$ cat config.mk
export PLATFORM = sky130hd
export DESIGN_NAME = selective_repeat_sender_window_top
export DESIGN_NICKNAME = d
export VERILOG_FILES = /design/src/hw/rtl/srsw_pkg.sv /design/src/hw/rtl/srsw_cell.sv /design/src/hw/rtl/selective_repeat_sender_window_top.sv
export SDC_FILE = /design/constraint.sdc
export NUM_CORES = 1
export LEC_CHECK = 0
export BUFFER_PORTS_ARGS = -buffer_cell sky130_fd_sc_hd__buf_2
export CORE_MARGIN = 4
export CORE_UTILIZATION = 45
export DETAILED_ROUTE_END_ITERATION = 8
export PLACE_DENSITY = 0.67
export SLEW_MARGIN = 20
export SYNTH_ARGS = -nofsm -noshare
export SYNTH_HDL_FRONTEND = slang
export SYNTH_SLANG_ARGS = --single-unit
$ cat constraint.sdc
create_clock -name clk -period 5.5 [get_ports clk]
set_input_delay 0.275 -clock clk [delete_from_list [all_inputs] [get_ports clk]]
set_output_delay 0.275 -clock clk [all_outputs]
set_load 0.05 [all_outputs]
$ cat src/hw/rtl/srsw_pkg.sv
package srsw_pkg;

    // Size of the circular sequence space and the widths that follow from it.
    localparam int SEQ_COUNT = 32;
    localparam int SEQ_W     = $clog2(SEQ_COUNT);
    localparam int SEQ_W1    = SEQ_W + 1;

    // Fixed field widths of the item and result transfers.
    localparam int SEQ_FIELD_W = 5;
    localparam int BLOCK_W     = 24;
    localparam int WSIZE_W     = 5;
    localparam int TIMEOUT_W   = 10;
    localparam int TIMER_W     = 11;
    localparam int CFG_IDX_W   = 1;
    localparam int CFG_W       = 10;

    // Compare width wide enough for both a sequence field and SEQ_COUNT itself.
    localparam int CMP_W = ((SEQ_W > SEQ_FIELD_W) ? SEQ_W : SEQ_FIELD_W) + 1;

    localparam logic [TIMER_W-1:0] TIMER_MAX = {TIMER_W{1'b1}};

    // Configuration register indexes.
    localparam logic [CFG_IDX_W-1:0] REG_WINDOW_SIZE = 1'd0;
    localparam logic [CFG_IDX_W-1:0] REG_TIMEOUT     = 1'd1;

    // Item opcodes.
    localparam logic OP_ACK  = 1'b0;
    localparam logic OP_TICK = 1'b1;

    typedef struct packed {
        logic                   opcode;
        logic [SEQ_FIELD_W-1:0] ack_seq;
    } item_t;

    typedef struct packed {
        logic [SEQ_FIELD_W-1:0] packet_seq;
        logic [BLOCK_W-1:0]     payload_block;
        logic                   is_resend;
    } result_t;

    // Per-sequence state held in one cell of the ring.
    typedef struct packed {
        logic [TIMER_W-1:0] timer;
        logic               acked;
    } slot_t;

    typedef enum logic [1:0] {
        ST_IDLE,
        ST_ACK,
        ST_TICK,
        ST_ALIGN
    } state_t;

    function automatic logic [SEQ_W-1:0] seq_add(input logic [SEQ_W-1:0] a,
                                                 input logic [SEQ_W-1:0] b);
        logic [SEQ_W1-1:0] s;
        s = {1'b0, a} + {1'b0, b};
        if (s >= SEQ_W1'(SEQ_COUNT))
        begin
            s = s - SEQ_W1'(SEQ_COUNT);
        end
        return s[SEQ_W-1:0];
    endfunction

    function automatic logic [SEQ_W-1:0] seq_dist(input logic [SEQ_W-1:0] from,
                                                  input logic [SEQ_W-1:0] to);
        logic [SEQ_W1-1:0] d;
        d = {1'b0, to} + SEQ_W1'(SEQ_COUNT) - {1'b0, from};
        if (d >= SEQ_W1'(SEQ_COUNT))
        begin
            d = d - SEQ_W1'(SEQ_COUNT);
        end
        return d[SEQ_W-1:0];
    endfunction

endpackage

$ cat src/hw/rtl/srsw_cell.sv
// One slot of the rotating ring. When the ring turns, the cell takes the
// slot held by its neighbor.
module srsw_cell (
    input  logic            clk,
    input  logic            rst_n,
    input  logic            shift,
    input  srsw_pkg::slot_t din,
    output srsw_pkg::slot_t q
);

    srsw_pkg::slot_t slot_reg;
    srsw_pkg::slot_t slot_next;

    always_comb
    begin
        slot_next = shift ? din : slot_reg;
    end

    always_ff @(posedge clk or negedge rst_n)
    begin
        if (!rst_n)
        begin
            slot_reg <= '0;
        end
        else
        begin
            slot_reg <= slot_next;
        end
    end

    assign q = slot_reg;

endmodule

$ cat src/hw/rtl/selective_repeat_sender_window_top.sv
// Tick: accepted at start; any result strobe follows once the ring has turned once.
// Ack: busy while the ring turns once and then on as far as the base slides.
// A new item is accepted only while busy is low, so never before the last one is done.
// The receiver cannot stall: each result is shown for exactly one cycle.
// Reset is asynchronous and active low and clears all slots and control counters at once.
// Window size resets to 7 and the timeout to 20 ticks.
//
// The per-sequence state (timer and acked bit) lives in a ring of SEQ_COUNT
// identical cells. The cell at the head of the ring always holds the sequence
// named by head_reg, and while idle the head sits at the window base. An item
// turns the ring once: every cycle one slot passes the head, where it is aged
// or marked, and goes back in at the tail. Slots therefore pass in order of
// their offset from the window base, which makes "oldest expired slot" and the
// base slide simple sequential decisions. After an ack slides the base, the
// ring turns on until the head is back at the new base.
//
// A slot outside the outstanding range always holds zero: the slide clears
// each slot it passes, so a new packet needs no write into its cell.
module selective_repeat_sender_window_top (
    input  logic                                 clk,
    input  logic                                 rst_n,
    input  logic                                 start,
    output logic                                 busy,
    input  srsw_pkg::item_t                      item,
    input  logic                                 cfg_we,
    input  logic [srsw_pkg::CFG_IDX_W-1:0]       cfg_idx,
    input  logic [srsw_pkg::CFG_W-1:0]           cfg_data,
    output logic                                 result_valid,
    output srsw_pkg::result_t                    result
);

    localparam int N     = srsw_pkg::SEQ_COUNT;
    localparam int SW    = srsw_pkg::SEQ_W;
    localparam int CW    = srsw_pkg::CMP_W;
    localparam int BW    = srsw_pkg::BLOCK_W;
    localparam int TW    = srsw_pkg::TIMER_W;

    // Control state.
    srsw_pkg::state_t        state_reg, state_next;
    logic [SW-1:0]           k_reg, k_next;            // offset of the head slot
    logic [SW-1:0]           head_reg, head_next;      // sequence at the head cell
    logic [SW-1:0]           base_reg, base_next;
    logic [SW-1:0]           nseq_reg, nseq_next;      // next unsent sequence
    logic [BW-1:0]           deliv_reg, deliv_next;
    logic [SW-1:0]           cnt_reg, cnt_next;        // outstanding count at accept
    logic [SW-1:0]           ack_s_reg, ack_s_next;
    logic                    ack_ok_reg, ack_ok_next;
    logic                    slide_reg, slide_next;
    logic [SW-1:0]           slcnt_reg, slcnt_next;
    logic                    found_reg, found_next;
    logic [SW-1:0]           foff_reg, foff_next;
    logic [SW-1:0]           fseq_reg, fseq_next;
    logic                    rv_reg, rv_next;
    srsw_pkg::result_t       res_reg, res_next;
    logic [srsw_pkg::WSIZE_W-1:0]   ws_reg;
    logic [srsw_pkg::TIMEOUT_W-1:0] to_reg;

    // Ring of cells.
    srsw_pkg::slot_t         cell_q [N];
    srsw_pkg::slot_t         cell_d [N];
    srsw_pkg::slot_t         head_new;
    logic                    shift;

    for (genvar i = 0; i < N; i++)
    begin : g_ring
        if (i == N - 1)
        begin : g_tail
            assign cell_d[i] = head_new;
        end
        else
        begin : g_mid
            assign cell_d[i] = cell_q[i+1];
        end

        srsw_cell u_cell (
            .clk   (clk),
            .rst_n (rst_n),
            .shift (shift),
            .din   (cell_d[i]),
            .q     (cell_q[i])
        );
    end

    // Values used around the controller.
    logic [SW-1:0] cnt_now;
    logic [CW-1:0] ack_ext;
    logic [SW-1:0] ack_s_in;
    logic          in_win;
    logic          last;
    logic          mark;
    logic          acked_eff;
    logic [TW-1:0] t_inc;
    logic          expired;
    logic [CW-1:0] eff_win;
    logic          room;

    always_comb
    begin
        cnt_now  = srsw_pkg::seq_dist(base_reg, nseq_reg);
        ack_ext  = CW'(item.ack_seq);
        ack_s_in = SW'(item.ack_seq);
        in_win   = k_reg < cnt_reg;
        last     = k_reg == SW'(N - 1);
        mark     = ack_ok_reg && (head_reg == ack_s_reg);
        acked_eff = cell_q[0].acked | mark;
        t_inc    = (cell_q[0].timer == srsw_pkg::TIMER_MAX) ? cell_q[0].timer
                                                             : cell_q[0].timer + TW'(1);
        expired  = t_inc > TW'(to_reg);
        eff_win  = (CW'(ws_reg) > CW'(N - 1)) ? CW'(N - 1) : CW'(ws_reg);
        room     = CW'(cnt_reg) < eff_win;
    end

    // Next state, head processing and outputs.
    always_comb
    begin
        state_next  = state_reg;
        k_next      = k_reg;
        head_next   = head_reg;
        base_next   = base_reg;
        nseq_next   = nseq_reg;
        deliv_next  = deliv_reg;
        cnt_next    = cnt_reg;
        ack_s_next  = ack_s_reg;
        ack_ok_next = ack_ok_reg;
        slide_next  = slide_reg;
        slcnt_next  = slcnt_reg;
        found_next  = found_reg;
        foff_next   = foff_reg;
        fseq_next   = fseq_reg;
        rv_next     = 1'b0;
        res_next    = res_reg;
        head_new    = cell_q[0];
        shift       = 1'b0;

        case (state_reg)
            srsw_pkg::ST_IDLE:
            begin
                if (start)
                begin
                    k_next      = '0;
                    cnt_next    = cnt_now;
                    ack_s_next  = ack_s_in;
                    ack_ok_next = (ack_ext < CW'(N)) &&
                                  (srsw_pkg::seq_dist(base_reg, ack_s_in) < cnt_now);
                    slide_next  = ack_ok_next && (ack_s_in == base_reg);
                    slcnt_next  = '0;
                    found_next  = 1'b0;
                    state_next  = (item.opcode == srsw_pkg::OP_TICK) ? srsw_pkg::ST_TICK
                                                                     : srsw_pkg::ST_ACK;
                end
            end

            srsw_pkg::ST_ACK:
            begin
                shift     = 1'b1;
                head_next = srsw_pkg::seq_add(head_reg, SW'(1));
                k_next    = k_reg + SW'(1);
                if (slide_reg && in_win && acked_eff)
                begin
                    // The base passes this slot: hand it back clean.
                    head_new   = '0;
                    slcnt_next = slcnt_reg + SW'(1);
                end
                else
                begin
                    slide_next     = 1'b0;
                    head_new.acked = acked_eff;
                end
                if (last)
                begin
                    base_next  = srsw_pkg::seq_add(base_reg, slcnt_next);
                    deliv_next = deliv_reg + BW'(slcnt_next);
                    state_next = (slcnt_next != '0) ? srsw_pkg::ST_ALIGN
                                                    : srsw_pkg::ST_IDLE;
                end
            end

            srsw_pkg::ST_TICK:
            begin
                shift     = 1'b1;
                head_next = srsw_pkg::seq_add(head_reg, SW'(1));
                k_next    = k_reg + SW'(1);
                if (in_win && !cell_q[0].acked)
                begin
                    if (expired && !found_reg)
                    begin
                        // Oldest expired slot: it is resent, so its timer restarts.
                        found_next     = 1'b1;
                        foff_next      = k_reg;
                        fseq_next      = head_reg;
                        head_new.timer = '0;
                    end
                    else
                    begin
                        head_new.timer = t_inc;
                    end
                end
                if (last)
                begin
                    state_next = srsw_pkg::ST_IDLE;
                    if (found_next)
                    begin
                        rv_next                = 1'b1;
                        res_next.packet_seq    = srsw_pkg::SEQ_FIELD_W'(fseq_next);
                        res_next.payload_block = deliv_reg + BW'(foff_next);
                        res_next.is_resend     = 1'b1;
                    end
                    else if (room)
                    begin
                        rv_next                = 1'b1;
                        res_next.packet_seq    = srsw_pkg::SEQ_FIELD_W'(nseq_reg);
                        res_next.payload_block = deliv_reg + BW'(cnt_reg);
                        res_next.is_resend     = 1'b0;
                        nseq_next              = srsw_pkg::seq_add(nseq_reg, SW'(1));
                    end
                end
            end

            srsw_pkg::ST_ALIGN:
            begin
                // Turn the ring, slots unchanged, until the head is the new base.
                shift     = 1'b1;
                head_next = srsw_pkg::seq_add(head_reg, SW'(1));
                if (head_next == base_reg)
                begin
                    state_next = srsw_pkg::ST_IDLE;
                end
            end

            default:
            begin
                state_next = srsw_pkg::ST_IDLE;
            end
        endcase
    end

    always_ff @(posedge clk or negedge rst_n)
    begin
        if (!rst_n)
        begin
            state_reg  <= srsw_pkg::ST_IDLE;
            k_reg      <= '0;
            head_reg   <= '0;
            base_reg   <= '0;
            nseq_reg   <= '0;
            deliv_reg  <= '0;
            ack_ok_reg <= 1'b0;
            slide_reg  <= 1'b0;
            slcnt_reg  <= '0;
            found_reg  <= 1'b0;
            rv_reg     <= 1'b0;
            ws_reg     <= srsw_pkg::WSIZE_W'(7);
            to_reg     <= srsw_pkg::TIMEOUT_W'(20);
        end
        else
        begin
            state_reg  <= state_next;
            k_reg      <= k_next;
            head_reg   <= head_next;
            base_reg   <= base_next;
            nseq_reg   <= nseq_next;
            deliv_reg  <= deliv_next;
            ack_ok_reg <= ack_ok_next;
            slide_reg  <= slide_next;
            slcnt_reg  <= slcnt_next;
            found_reg  <= found_next;
            rv_reg     <= rv_next;
            if (cfg_we)
            begin
                case (cfg_idx)
                    srsw_pkg::REG_WINDOW_SIZE: ws_reg <= cfg_data[srsw_pkg::WSIZE_W-1:0];
                    srsw_pkg::REG_TIMEOUT:     to_reg <= cfg_data[srsw_pkg::TIMEOUT_W-1:0];
                    default:                   ;
                endcase
            end
        end
    end

    // Payload registers carry no reset.
    always_ff @(posedge clk)
    begin
        cnt_reg   <= cnt_next;
        ack_s_reg <= ack_s_next;
        foff_reg  <= foff_next;
        fseq_reg  <= fseq_next;
        res_reg   <= res_next;
    end

    assign busy         = state_reg != srsw_pkg::ST_IDLE;
    assign result_valid = rv_reg;
    assign result       = res_reg;

endmodule

==> results of run 1 <==
==> critical path: stages (launching register included) <==
cell and delay [ns]:
sky130_fd_sc_hd__dfrtp_1 0.53, sky130_fd_sc_hd__nand4_2 0.24, sky130_fd_sc_hd__nor3_4 0.28, sky130_fd_sc_hd__nand2_1 0.16
sky130_fd_sc_hd__mux2_2 0.33, sky130_fd_sc_hd__ha_1 0.29, sky130_fd_sc_hd__nor2b_1 0.13, sky130_fd_sc_hd__o21ai_0 0.14
sky130_fd_sc_hd__a21oi_1 0.12, sky130_fd_sc_hd__o31ai_4 0.41, sky130_fd_sc_hd__a211oi_4 0.12, sky130_fd_sc_hd__a221o_1 0.36
sky130_fd_sc_hd__ha_1 0.21, sky130_fd_sc_hd__fa_1 0.41, sky130_fd_sc_hd__a21o_1 0.18, sky130_fd_sc_hd__a21oi_1 0.22
sky130_fd_sc_hd__nor2b_1 0.08, sky130_fd_sc_hd__o21a_1 0.27, sky130_fd_sc_hd__nand4_1 0.19, sky130_fd_sc_hd__nor2_1 0.08
sky130_fd_sc_hd__xor2_1 0.14
==> power by group through the flow <==
stage / Sequential (µW) / Clock (µW) / Combinational [µW]
5_1_grt: 4070 / 3750 / 2110
3_3_place_gp: 4110 / 0 / 1920
2_1_floorplan: 4040 / 0 / 1600
6_report: 4050 / 3480 / 1950
3_5_place_dp: 4120 / 0 / 1960
4_1_cts: 4050 / 3600 / 1970
==> synth_stat cells (all sizes together) (2+ instances only) <==
library cell  count
mux2            398
nand2            78
a21o             19
o21bai            6
xor2             35
xnor2            51
and2              2
nor2             38
nor3             18
a221o             8
or3               5
mux2i             3
nand3            23
o31ai             2
a211oi            6
nand2b            7
a21oi            32
o21ai            29
inv              44
nor2b             7
and3             10
a22o              2
a22oi             6
nor4              2
fa                5
nor3b             7
a221oi            2
buf              18
nand4            10
o211a             2
o41ai             2
and4              3
nor4b             3
a32o              2
ha               55
o2111ai           2
o311ai            5
edfxtp           50
o21a              2
dfrtp           449
o211ai            2
dfstp             5
clkbuf           53
a31oi             3
or2               2
==> layer usage <==
layer,share of wire,track usage,up-vias
li1,-,-,5559
met3,0.040,0.0324,67
met1,0.47,0.201,5969
met4,0.025,0.0465,0
met2,0.46,0.231,176
met5,0,0,-
==> cell type report <==
| type | instances | area share |
|---|---|---|
| sequential | 504 | 0.530 |
| tap | 607 | 0.0313 |
| timing repair buffer | 82 | 0.0242 |
| clock buffer | 80 | 0.0655 |
| multi-input combinational | 907 | 0.337 |
| clock inverter | 12 | 0.00521 |
| inverter | 44 | 0.00681 |
==> repair_timing <==
| action | 4_1_cts | 5_1_grt |
|---|---|---|
| endpoints found under the hold margin | 118 | 0 |
| setup endpoints to repair | 0 | 12 |
| resized for setup | 0 | 2 |
| hold buffers | 17 | 0 |
==> metrics by stage <==
stage / instances / util / setup WS, ns / hold WS, ns / total power [µW]
finish: 2236 / 0.518 / 0.383 / 0.0866 / 9480
global route: 2236 / 0.518 / 0.0373 / 0.109 / 9930
CTS: 2236 / 0.518 / 0.193 / 0.0437 / 9630
detailed placement: 2127 / 0.477 / 0.190 / 0.369 / 6070
global placement: 2127 / 0.477 / 0.226 / 0.354 / 6030
floorplan: 1526 / - / 0.265 / -0.0206 / 5640
==> cells by family after synthesis <==
group	count (synthesis)	share of synthesized area
AND/OR/NAND/NOR	219	0.0501
multiplexers	401	0.210
AO/OA/AOI/OAI	140	0.0460
buffers and inverters	115	0.0224
adder cells (fa/ha/maj)	60	0.0367
flip-flops	504	0.599
XOR/XNOR	87	0.0361
==> worst max-delay path by stage <==
stage,startpoint,to,slack [ns],depth (start not counted)
3_3_place_gp,g_ring[0].u_cell.q[4],result[12],0.23,19
4_1_cts,g_ring[0].u_cell.q[4],result[12],0.19,19
5_1_grt,g_ring[0].u_cell.q[2],result[19],0.04,21
2_1_floorplan,g_ring[0].u_cell.q[1],result[0],0.26,14
3_5_place_dp,g_ring[0].u_cell.q[4],result[12],0.19,19
6_report,g_ring[0].u_cell.q[4],result[19],0.38,20
==> implementation parameters, run 1 <==
Parameter                              Value

CTS
  Setup fix buffers added after clock tree synthesis    0
  H-tree Lvls    2
  Cell at the root of the clock tree    sky130_fd_sc_hd__clkbuf_16
  CTS buffer count    52
  CTS tree    built
  Num Clock Sinks    504
  Later-pin clock latency in the skew report    0.58 ns
  Maximum buffer depth of the clock tree    3
  Clock input transition at the sequential cells of the worst setup and hold paths    about 0.060 ns

Synth
  Post-synthesis average cell area    14.1 µm²
  Top post-synthesis cells by area    sky130_fd_sc_hd__dfrtp_1 52%, sky130_fd_sc_hd__mux2_2 21%, sky130_fd_sc_hd__edfxtp_1 7.0%, sky130_fd_sc_hd__ha_1 3.2%, sky130_fd_sc_hd__xnor2_1 2.1%
  Dominant register cell in the synthesized netlist    sky130_fd_sc_hd__dfrtp_1
  Largest area contributor in the synthesized netlist    sky130_fd_sc_hd__dfrtp_1
  Count of synthesis-stage warnings from yosys    0
  Portion of synthesized cell area occupied by the leading cell type    0.523
  Cell Area, Synth    21500 µm²
  Number of enable-type register cells in the synthesized netlist    50
  Register bit total from synthesis    504
  Total nets after synthesis    between 1500 and 2000
  Yosys cell types    71
  Post-synthesis cell count    1526
  Async set-reset flop share out of synthesis    0.901
  Sequential fraction of the synthesis area    0.599

Power
  Clock share of power    0.367
  Sequential share of power    0.427
  Net switching power    2670 µW
  Switching power as a share of total power    0.281
  Power per Cell Area    391 nW/µm²
  Logic pwr share    0.205
  Worst VDD drop    ~0.00044 V
  Total leakage power    around 0.012 µW
  Internal Dissipation    6810 µW

GRT
  Largest net degree at the start of global routing    about 190
  GR Overflow Total    0
  First-pass GRT wire length    between 60 and 70 mm
  Via count of the first global-routing pass    ~12000
  Combined global-route utilization of all metal layers    0.145
  Initial antenna violation count    0

Route
  Antenna-violating nets left    0
  Number of DRC markers in iteration 0    737
  Pre-antenna DRT Iters    7
  Routed vias    11800
  Routed length per instance    16.3 µm
  Aggregate routed wire length    36.4 mm
  Vias/cell    between 5 and 6
  DRC Markers    0

Place
  Last weighted congestion value of the routability-driven placer    between 0.8 and 0.9
  Hpwl dp    23.0 mm
  Total placed instance area    22400 µm²
  Input/output buffers    52

STA
  Final setup fails    0
  Period minus WS final    5.12 ns
  Maximum clock skew at final layout    0.0196 ns
  Final TNS setup    0 ns
  Fin crit share    0.930
  Maximum clock rate    0.195 GHz
  Max-slew headroom    0.305
  Setup repair after global routing missed its margin    false
  Final-report hold violation count    0
  Count of pins over their slew limit    0
  Tightest Pin Transition    1.04 ns

Final layout
  Commonest cells after routing, fill and taps aside    449 x sky130_fd_sc_hd__dfrtp_1, 398 x sky130_fd_sc_hd__mux2_2, 78 x sky130_fd_sc_hd__nand2_1, 54 x sky130_fd_sc_hd__ha_1, 54 x sky130_fd_sc_hd__clkbuf_16
  Ratio of cells with drive above 1 in the final layout    0.343
  Final cell area excluding filler cells    24300 µm²
  Flip-flop count of the largest register, all copies and words added    384
  Commonest non-fill, non-tap cell in the layout    sky130_fd_sc_hd__dfrtp_1
  Multi-input gate area    8170 µm²
  Filler instances    roughly 4000
  Nets@finish    1672
  Reg area    between 10000 and 15000 µm²
  Antenna diode count    0
  Layout overhead on the synthesized area    12.9%

Worst setup path
  Category of the most critical setup path    flop to flop
  Peak fanout along the critical path    9
  End of the worst register-to-register path    result[19]
  Start of the worst register-to-register path    g_ring[0].u_cell.q[4]
  CP Data Required Time    5.83 ns
  Register-to-register setup slack    0.38 ns
  Startpoint types    flop
  Data arrival, critical path    5.45 ns
  Critical Path End Type    flop
  Depth of the worst register-to-register path    20

Worst hold path
  Capture endpoint of the worst hold path    ws_reg[2]
  Class of the tightest hold or removal check    input port to flop
  Start point of the worst hold path    cfg_idx
  Min-Delay Path Depth    4

Die
  Overall die area    a little over 50000 µm²
  Rows    79
  I/O pin count    53
  Vertical die dimension    around 230 µm
  Horizontal extent of the die    227 µm
  Core outline area    between 40000 and 50000 µm²
  Initial standard-cell utilization of the core    0.459

Status
  Status    complete, no violations

Run
  Max_cap viols    0
No activity file was read; power rests on OpenSTA's default activity.
==> run 2, diff against run 1 <==
--- a/config.mk
+++ b/config.mk
@@ -9,7 +9,7 @@
 export CORE_MARGIN = 4
 export CORE_UTILIZATION = 45
 export DETAILED_ROUTE_END_ITERATION = 8
-export PLACE_DENSITY = 0.67
+export PLACE_DENSITY = 0.63
 export SLEW_MARGIN = 20
 export SYNTH_ARGS = -nofsm -noshare
 export SYNTH_HDL_FRONTEND = slang
==> run 2 against run 1 <==
  * Sequential power about the same
  * Global-route usage down 0.36 points
  * Hold slack worse by 0.010 ns
  * Via count down 0.33%
  * Register-to-register slack better by 0.05 ns
  * Sequential share of layout area about the same
  * Clock skew is 0.0015 ns higher
  * Count of clock-buffer cells in the layout increased by 2
  * Sequential cell count unchanged
==> implementation parameters, run 2 (same netlist as run 1, synthesis figures left out) <==
Parameter                              Value

Status
  Status    complete, no violations (unchanged)

Power
  Logic pwr share    0.203 (was 0.205)
  Sequential share of power    0.427 (about the same)
  Internal Dissipation    6790 µW (was 6810 µW)
  Clock share of power    0.369 (was 0.367)
  Power per Cell Area    390 nW/µm² (was 391 nW/µm²)
  Switching power as a share of total power    0.283 (was 0.281)
  Net switching power    2680 µW (was 2670 µW)
  Total leakage power    0.0121 µW (about the same)
  Worst VDD drop    0.000414 V (was 0.000441 V)

Worst setup path
  End of the worst register-to-register path    result[19] (unchanged)
  CP Data Required Time    5.84 ns (was 5.83 ns)
  Register-to-register setup slack    0.43 ns (was 0.38 ns)
  Peak fanout along the critical path    10 (was 9)
  Startpoint types    flop (unchanged)
  Depth of the worst register-to-register path    21 (was 20)
  Start of the worst register-to-register path    g_ring[0].u_cell.q[5] (was g_ring[0].u_cell.q[4])
  Category of the most critical setup path    flop to flop (unchanged)
  Critical Path End Type    flop (unchanged)
  Data arrival, critical path    5.41 ns (was 5.45 ns)

Route
  Vias/cell    5.23 (was 5.26)
  Antenna-violating nets left    0 (unchanged)
  Number of DRC markers in iteration 0    744 (was 737)
  Pre-antenna DRT Iters    5 (was 7)
  DRC Markers    0 (unchanged)
  Routed length per instance    15.7 µm (was 16.3 µm)
  Aggregate routed wire length    35.3 mm (was 36.4 mm)
  Routed vias    11700 (was 11800)

STA
  Period minus WS final    5.07 ns (was 5.12 ns)
  Fin crit share    0.922 (was 0.930)
  Final TNS setup    0 ns (unchanged)
  Maximum clock skew at final layout    0.0211 ns (was 0.0196 ns)
  Final-report hold violation count    0 (unchanged)
  Setup repair after global routing missed its margin    false (unchanged)
  Maximum clock rate    0.197 GHz (was 0.195 GHz)
  Tightest Pin Transition    1.08 ns (was 1.04 ns)
  Max-slew headroom    0.283 (was 0.305)
  Final setup fails    0 (unchanged)
  Count of pins over their slew limit    0 (unchanged)

Die
  Initial standard-cell utilization of the core    0.459 (unchanged)
  Overall die area    51300 µm² (unchanged)
  Horizontal extent of the die    227 µm (unchanged)
  I/O pin count    53 (unchanged)
  Core outline area    46900 µm² (unchanged)
  Vertical die dimension    227 µm (unchanged)
  Rows    79 (unchanged)

GRT
  Largest net degree at the start of global routing    169 (was 187)
  GR Overflow Total    0 (unchanged)
  Initial antenna violation count    0 (unchanged)
  Via count of the first global-routing pass    11900 (was 12200)
  First-pass GRT wire length    60.2 mm (was 61.6 mm)
  Combined global-route utilization of all metal layers    0.142 (was 0.145)

Final layout
  Commonest non-fill, non-tap cell in the layout    sky130_fd_sc_hd__dfrtp_1 (unchanged)
  Layout overhead on the synthesized area    13.0% (was 12.9%)
  Ratio of cells with drive above 1 in the final layout    0.343 (about the same)
  Reg area    12900 µm² (about the same)
  Commonest cells after routing, fill and taps aside    448 x sky130_fd_sc_hd__dfrtp_1, 398 x sky130_fd_sc_hd__mux2_2, 78 x sky130_fd_sc_hd__nand2_1, 54 x sky130_fd_sc_hd__clkbuf_16, 53 x sky130_fd_sc_hd__ha_1 (was 449 x sky130_fd_sc_hd__dfrtp_1, 398 x sky130_fd_sc_hd__mux2_2, 78 x sky130_fd_sc_hd__nand2_1, 54 x sky130_fd_sc_hd__ha_1, 54 x sky130_fd_sc_hd__clkbuf_16)
  Antenna diode count    0 (unchanged)
  Flip-flop count of the largest register, all copies and words added    384 (unchanged)
  Multi-input gate area    8170 µm² (about the same)
  Filler instances    3971 (was 3950)
  Final cell area excluding filler cells    24300 µm² (about the same)
  Nets@finish    1673 (was 1672)

Worst hold path
  Capture endpoint of the worst hold path    ws_reg[2] (unchanged)
  Min-Delay Path Depth    4 (unchanged)
  Start point of the worst hold path    cfg_idx (unchanged)
  Class of the tightest hold or removal check    input port to flop (unchanged)

CTS
  CTS tree    built (unchanged)
  Maximum buffer depth of the clock tree    3 (unchanged)
  Later-pin clock latency in the skew report    0.59 ns (was 0.58 ns)
  Clock input transition at the sequential cells of the worst setup and hold paths    0.06 ns (about the same)
  CTS buffer count    53 (was 52)
  Cell at the root of the clock tree    sky130_fd_sc_hd__clkbuf_16 (unchanged)
  Num Clock Sinks    504 (unchanged)
  H-tree Lvls    2 (unchanged)

Place
  Last weighted congestion value of the routability-driven placer    0.837 (was 0.809)
  Total placed instance area    22400 µm² (about the same)
  Hpwl dp    22.4 mm (was 23.0 mm)
  Input/output buffers    52 (unchanged)

Run
  Max_cap viols    0 (unchanged)
==> run 2: cell types whose count changed in the layout (fill, tap and decap cells not counted), moves of 2 or more <==
cell,delta
sky130_fd_sc_hd__inv_6,-2
sky130_fd_sc_hd__clkbuf_1,+5
sky130_fd_sc_hd__clkinv_1,+2
sky130_fd_sc_hd__clkbuf_8,-3
sky130_fd_sc_hd__clkinv_8,+2
==> run 2: per-layer routing <==
layer | GRT usage | routed length, µm | up-vias
li1 | - | - | 5581
met1 | 0.196 | 16500 | 5921
met2 | 0.226 | 16500 | 170
met3 | 0.0260 | 1360 | 60
met4 | 0.0501 | 884 | 0
met5 | 0 | 0 | -
==> run 2: worst max-delay path by stage <==
stage | startpoint | to | slack (ns) | cells after the start
2_1_floorplan | g_ring[0].u_cell.q[1] | result[0] | 0.26 | 14
3_3_place_gp | g_ring[0].u_cell.q[1] | result[19] | 0.43 | 22
3_5_place_dp | g_ring[0].u_cell.q[1] | result[19] | 0.33 | 22
4_1_cts | g_ring[0].u_cell.q[1] | result[19] | 0.34 | 22
5_1_grt | g_ring[0].u_cell.q[4] | result[19] | 0.03 | 21
6_report | g_ring[0].u_cell.q[5] | result[19] | 0.43 | 21
==> run 2: what timing repair did <==
item / CTS / global route
buffers inserted: 0 / 0
hold buffers: 17 / 0
gates resized for setup: 0 / 3
hold endpoints to repair: 145 / 0
setup endpoints to repair: 0 / 4
==> run 2: power by group through the flow <==
| stage | Clock, µW | Sequential (µW) | Combinational [µW] |
|---|---|---|---|
| 2_1_floorplan | 0 | 4040 | 1600 |
| 3_3_place_gp | 0 | 4110 | 1920 |
| 3_5_place_dp | 0 | 4120 | 1940 |
| 4_1_cts | 3620 | 4050 | 1960 |
| 5_1_grt | 3770 | 4060 | 2100 |
| 6_report | 3500 | 4050 | 1930 |
==> run 2: worst max-delay path, stage by stage (launching register included) <==
cell,delay [ns]
sky130_fd_sc_hd__dfrtp_1,0.50
sky130_fd_sc_hd__nand4_2,0.23
sky130_fd_sc_hd__nor3_4,0.27
sky130_fd_sc_hd__nand2_1,0.18
sky130_fd_sc_hd__mux2_2,0.33
sky130_fd_sc_hd__ha_1,0.29
sky130_fd_sc_hd__nor2b_1,0.13
sky130_fd_sc_hd__o21ai_0,0.13
sky130_fd_sc_hd__a21oi_1,0.09
sky130_fd_sc_hd__o31ai_2,0.23
sky130_fd_sc_hd__buf_4,0.19
sky130_fd_sc_hd__a211oi_4,0.11
sky130_fd_sc_hd__a221o_1,0.38
sky130_fd_sc_hd__ha_1,0.22
sky130_fd_sc_hd__fa_1,0.40
sky130_fd_sc_hd__a21o_1,0.17
sky130_fd_sc_hd__a21oi_1,0.21
sky130_fd_sc_hd__nor2b_1,0.07
sky130_fd_sc_hd__o21a_1,0.27
sky130_fd_sc_hd__nand4_1,0.20
sky130_fd_sc_hd__nor2_1,0.07
sky130_fd_sc_hd__xor2_1,0.14
==> run 2: through the flow <==
step | total power, µW | hold slack, ns | cells | setup slack [ns] | utilization
after detailed placement | 6060 | 0.477 | 2127 | 0.330 | 0.477
after floorplan | 5640 | -0.0206 | 1526 | 0.265 | -
after global placement | 6030 | 0.467 | 2127 | 0.433 | 0.477
final | 9480 | 0.0766 | 2243 | 0.431 | 0.518
after global routing | 9930 | 0.0568 | 2243 | 0.0330 | 0.518
after CTS | 9630 | 0.0360 | 2243 | 0.340 | 0.518
==> run 2: final cells by class <==
type | instances | area share
Tap cell | 607 | 0.0313
Clock inverter | 17 | 0.00711
Timing Repair Buffer | 82 | 0.0237
Inverter | 44 | 0.00680
Multi-Input combinational cell | 907 | 0.336
Clock buffer | 82 | 0.0645
Sequential cell | 504 | 0.530
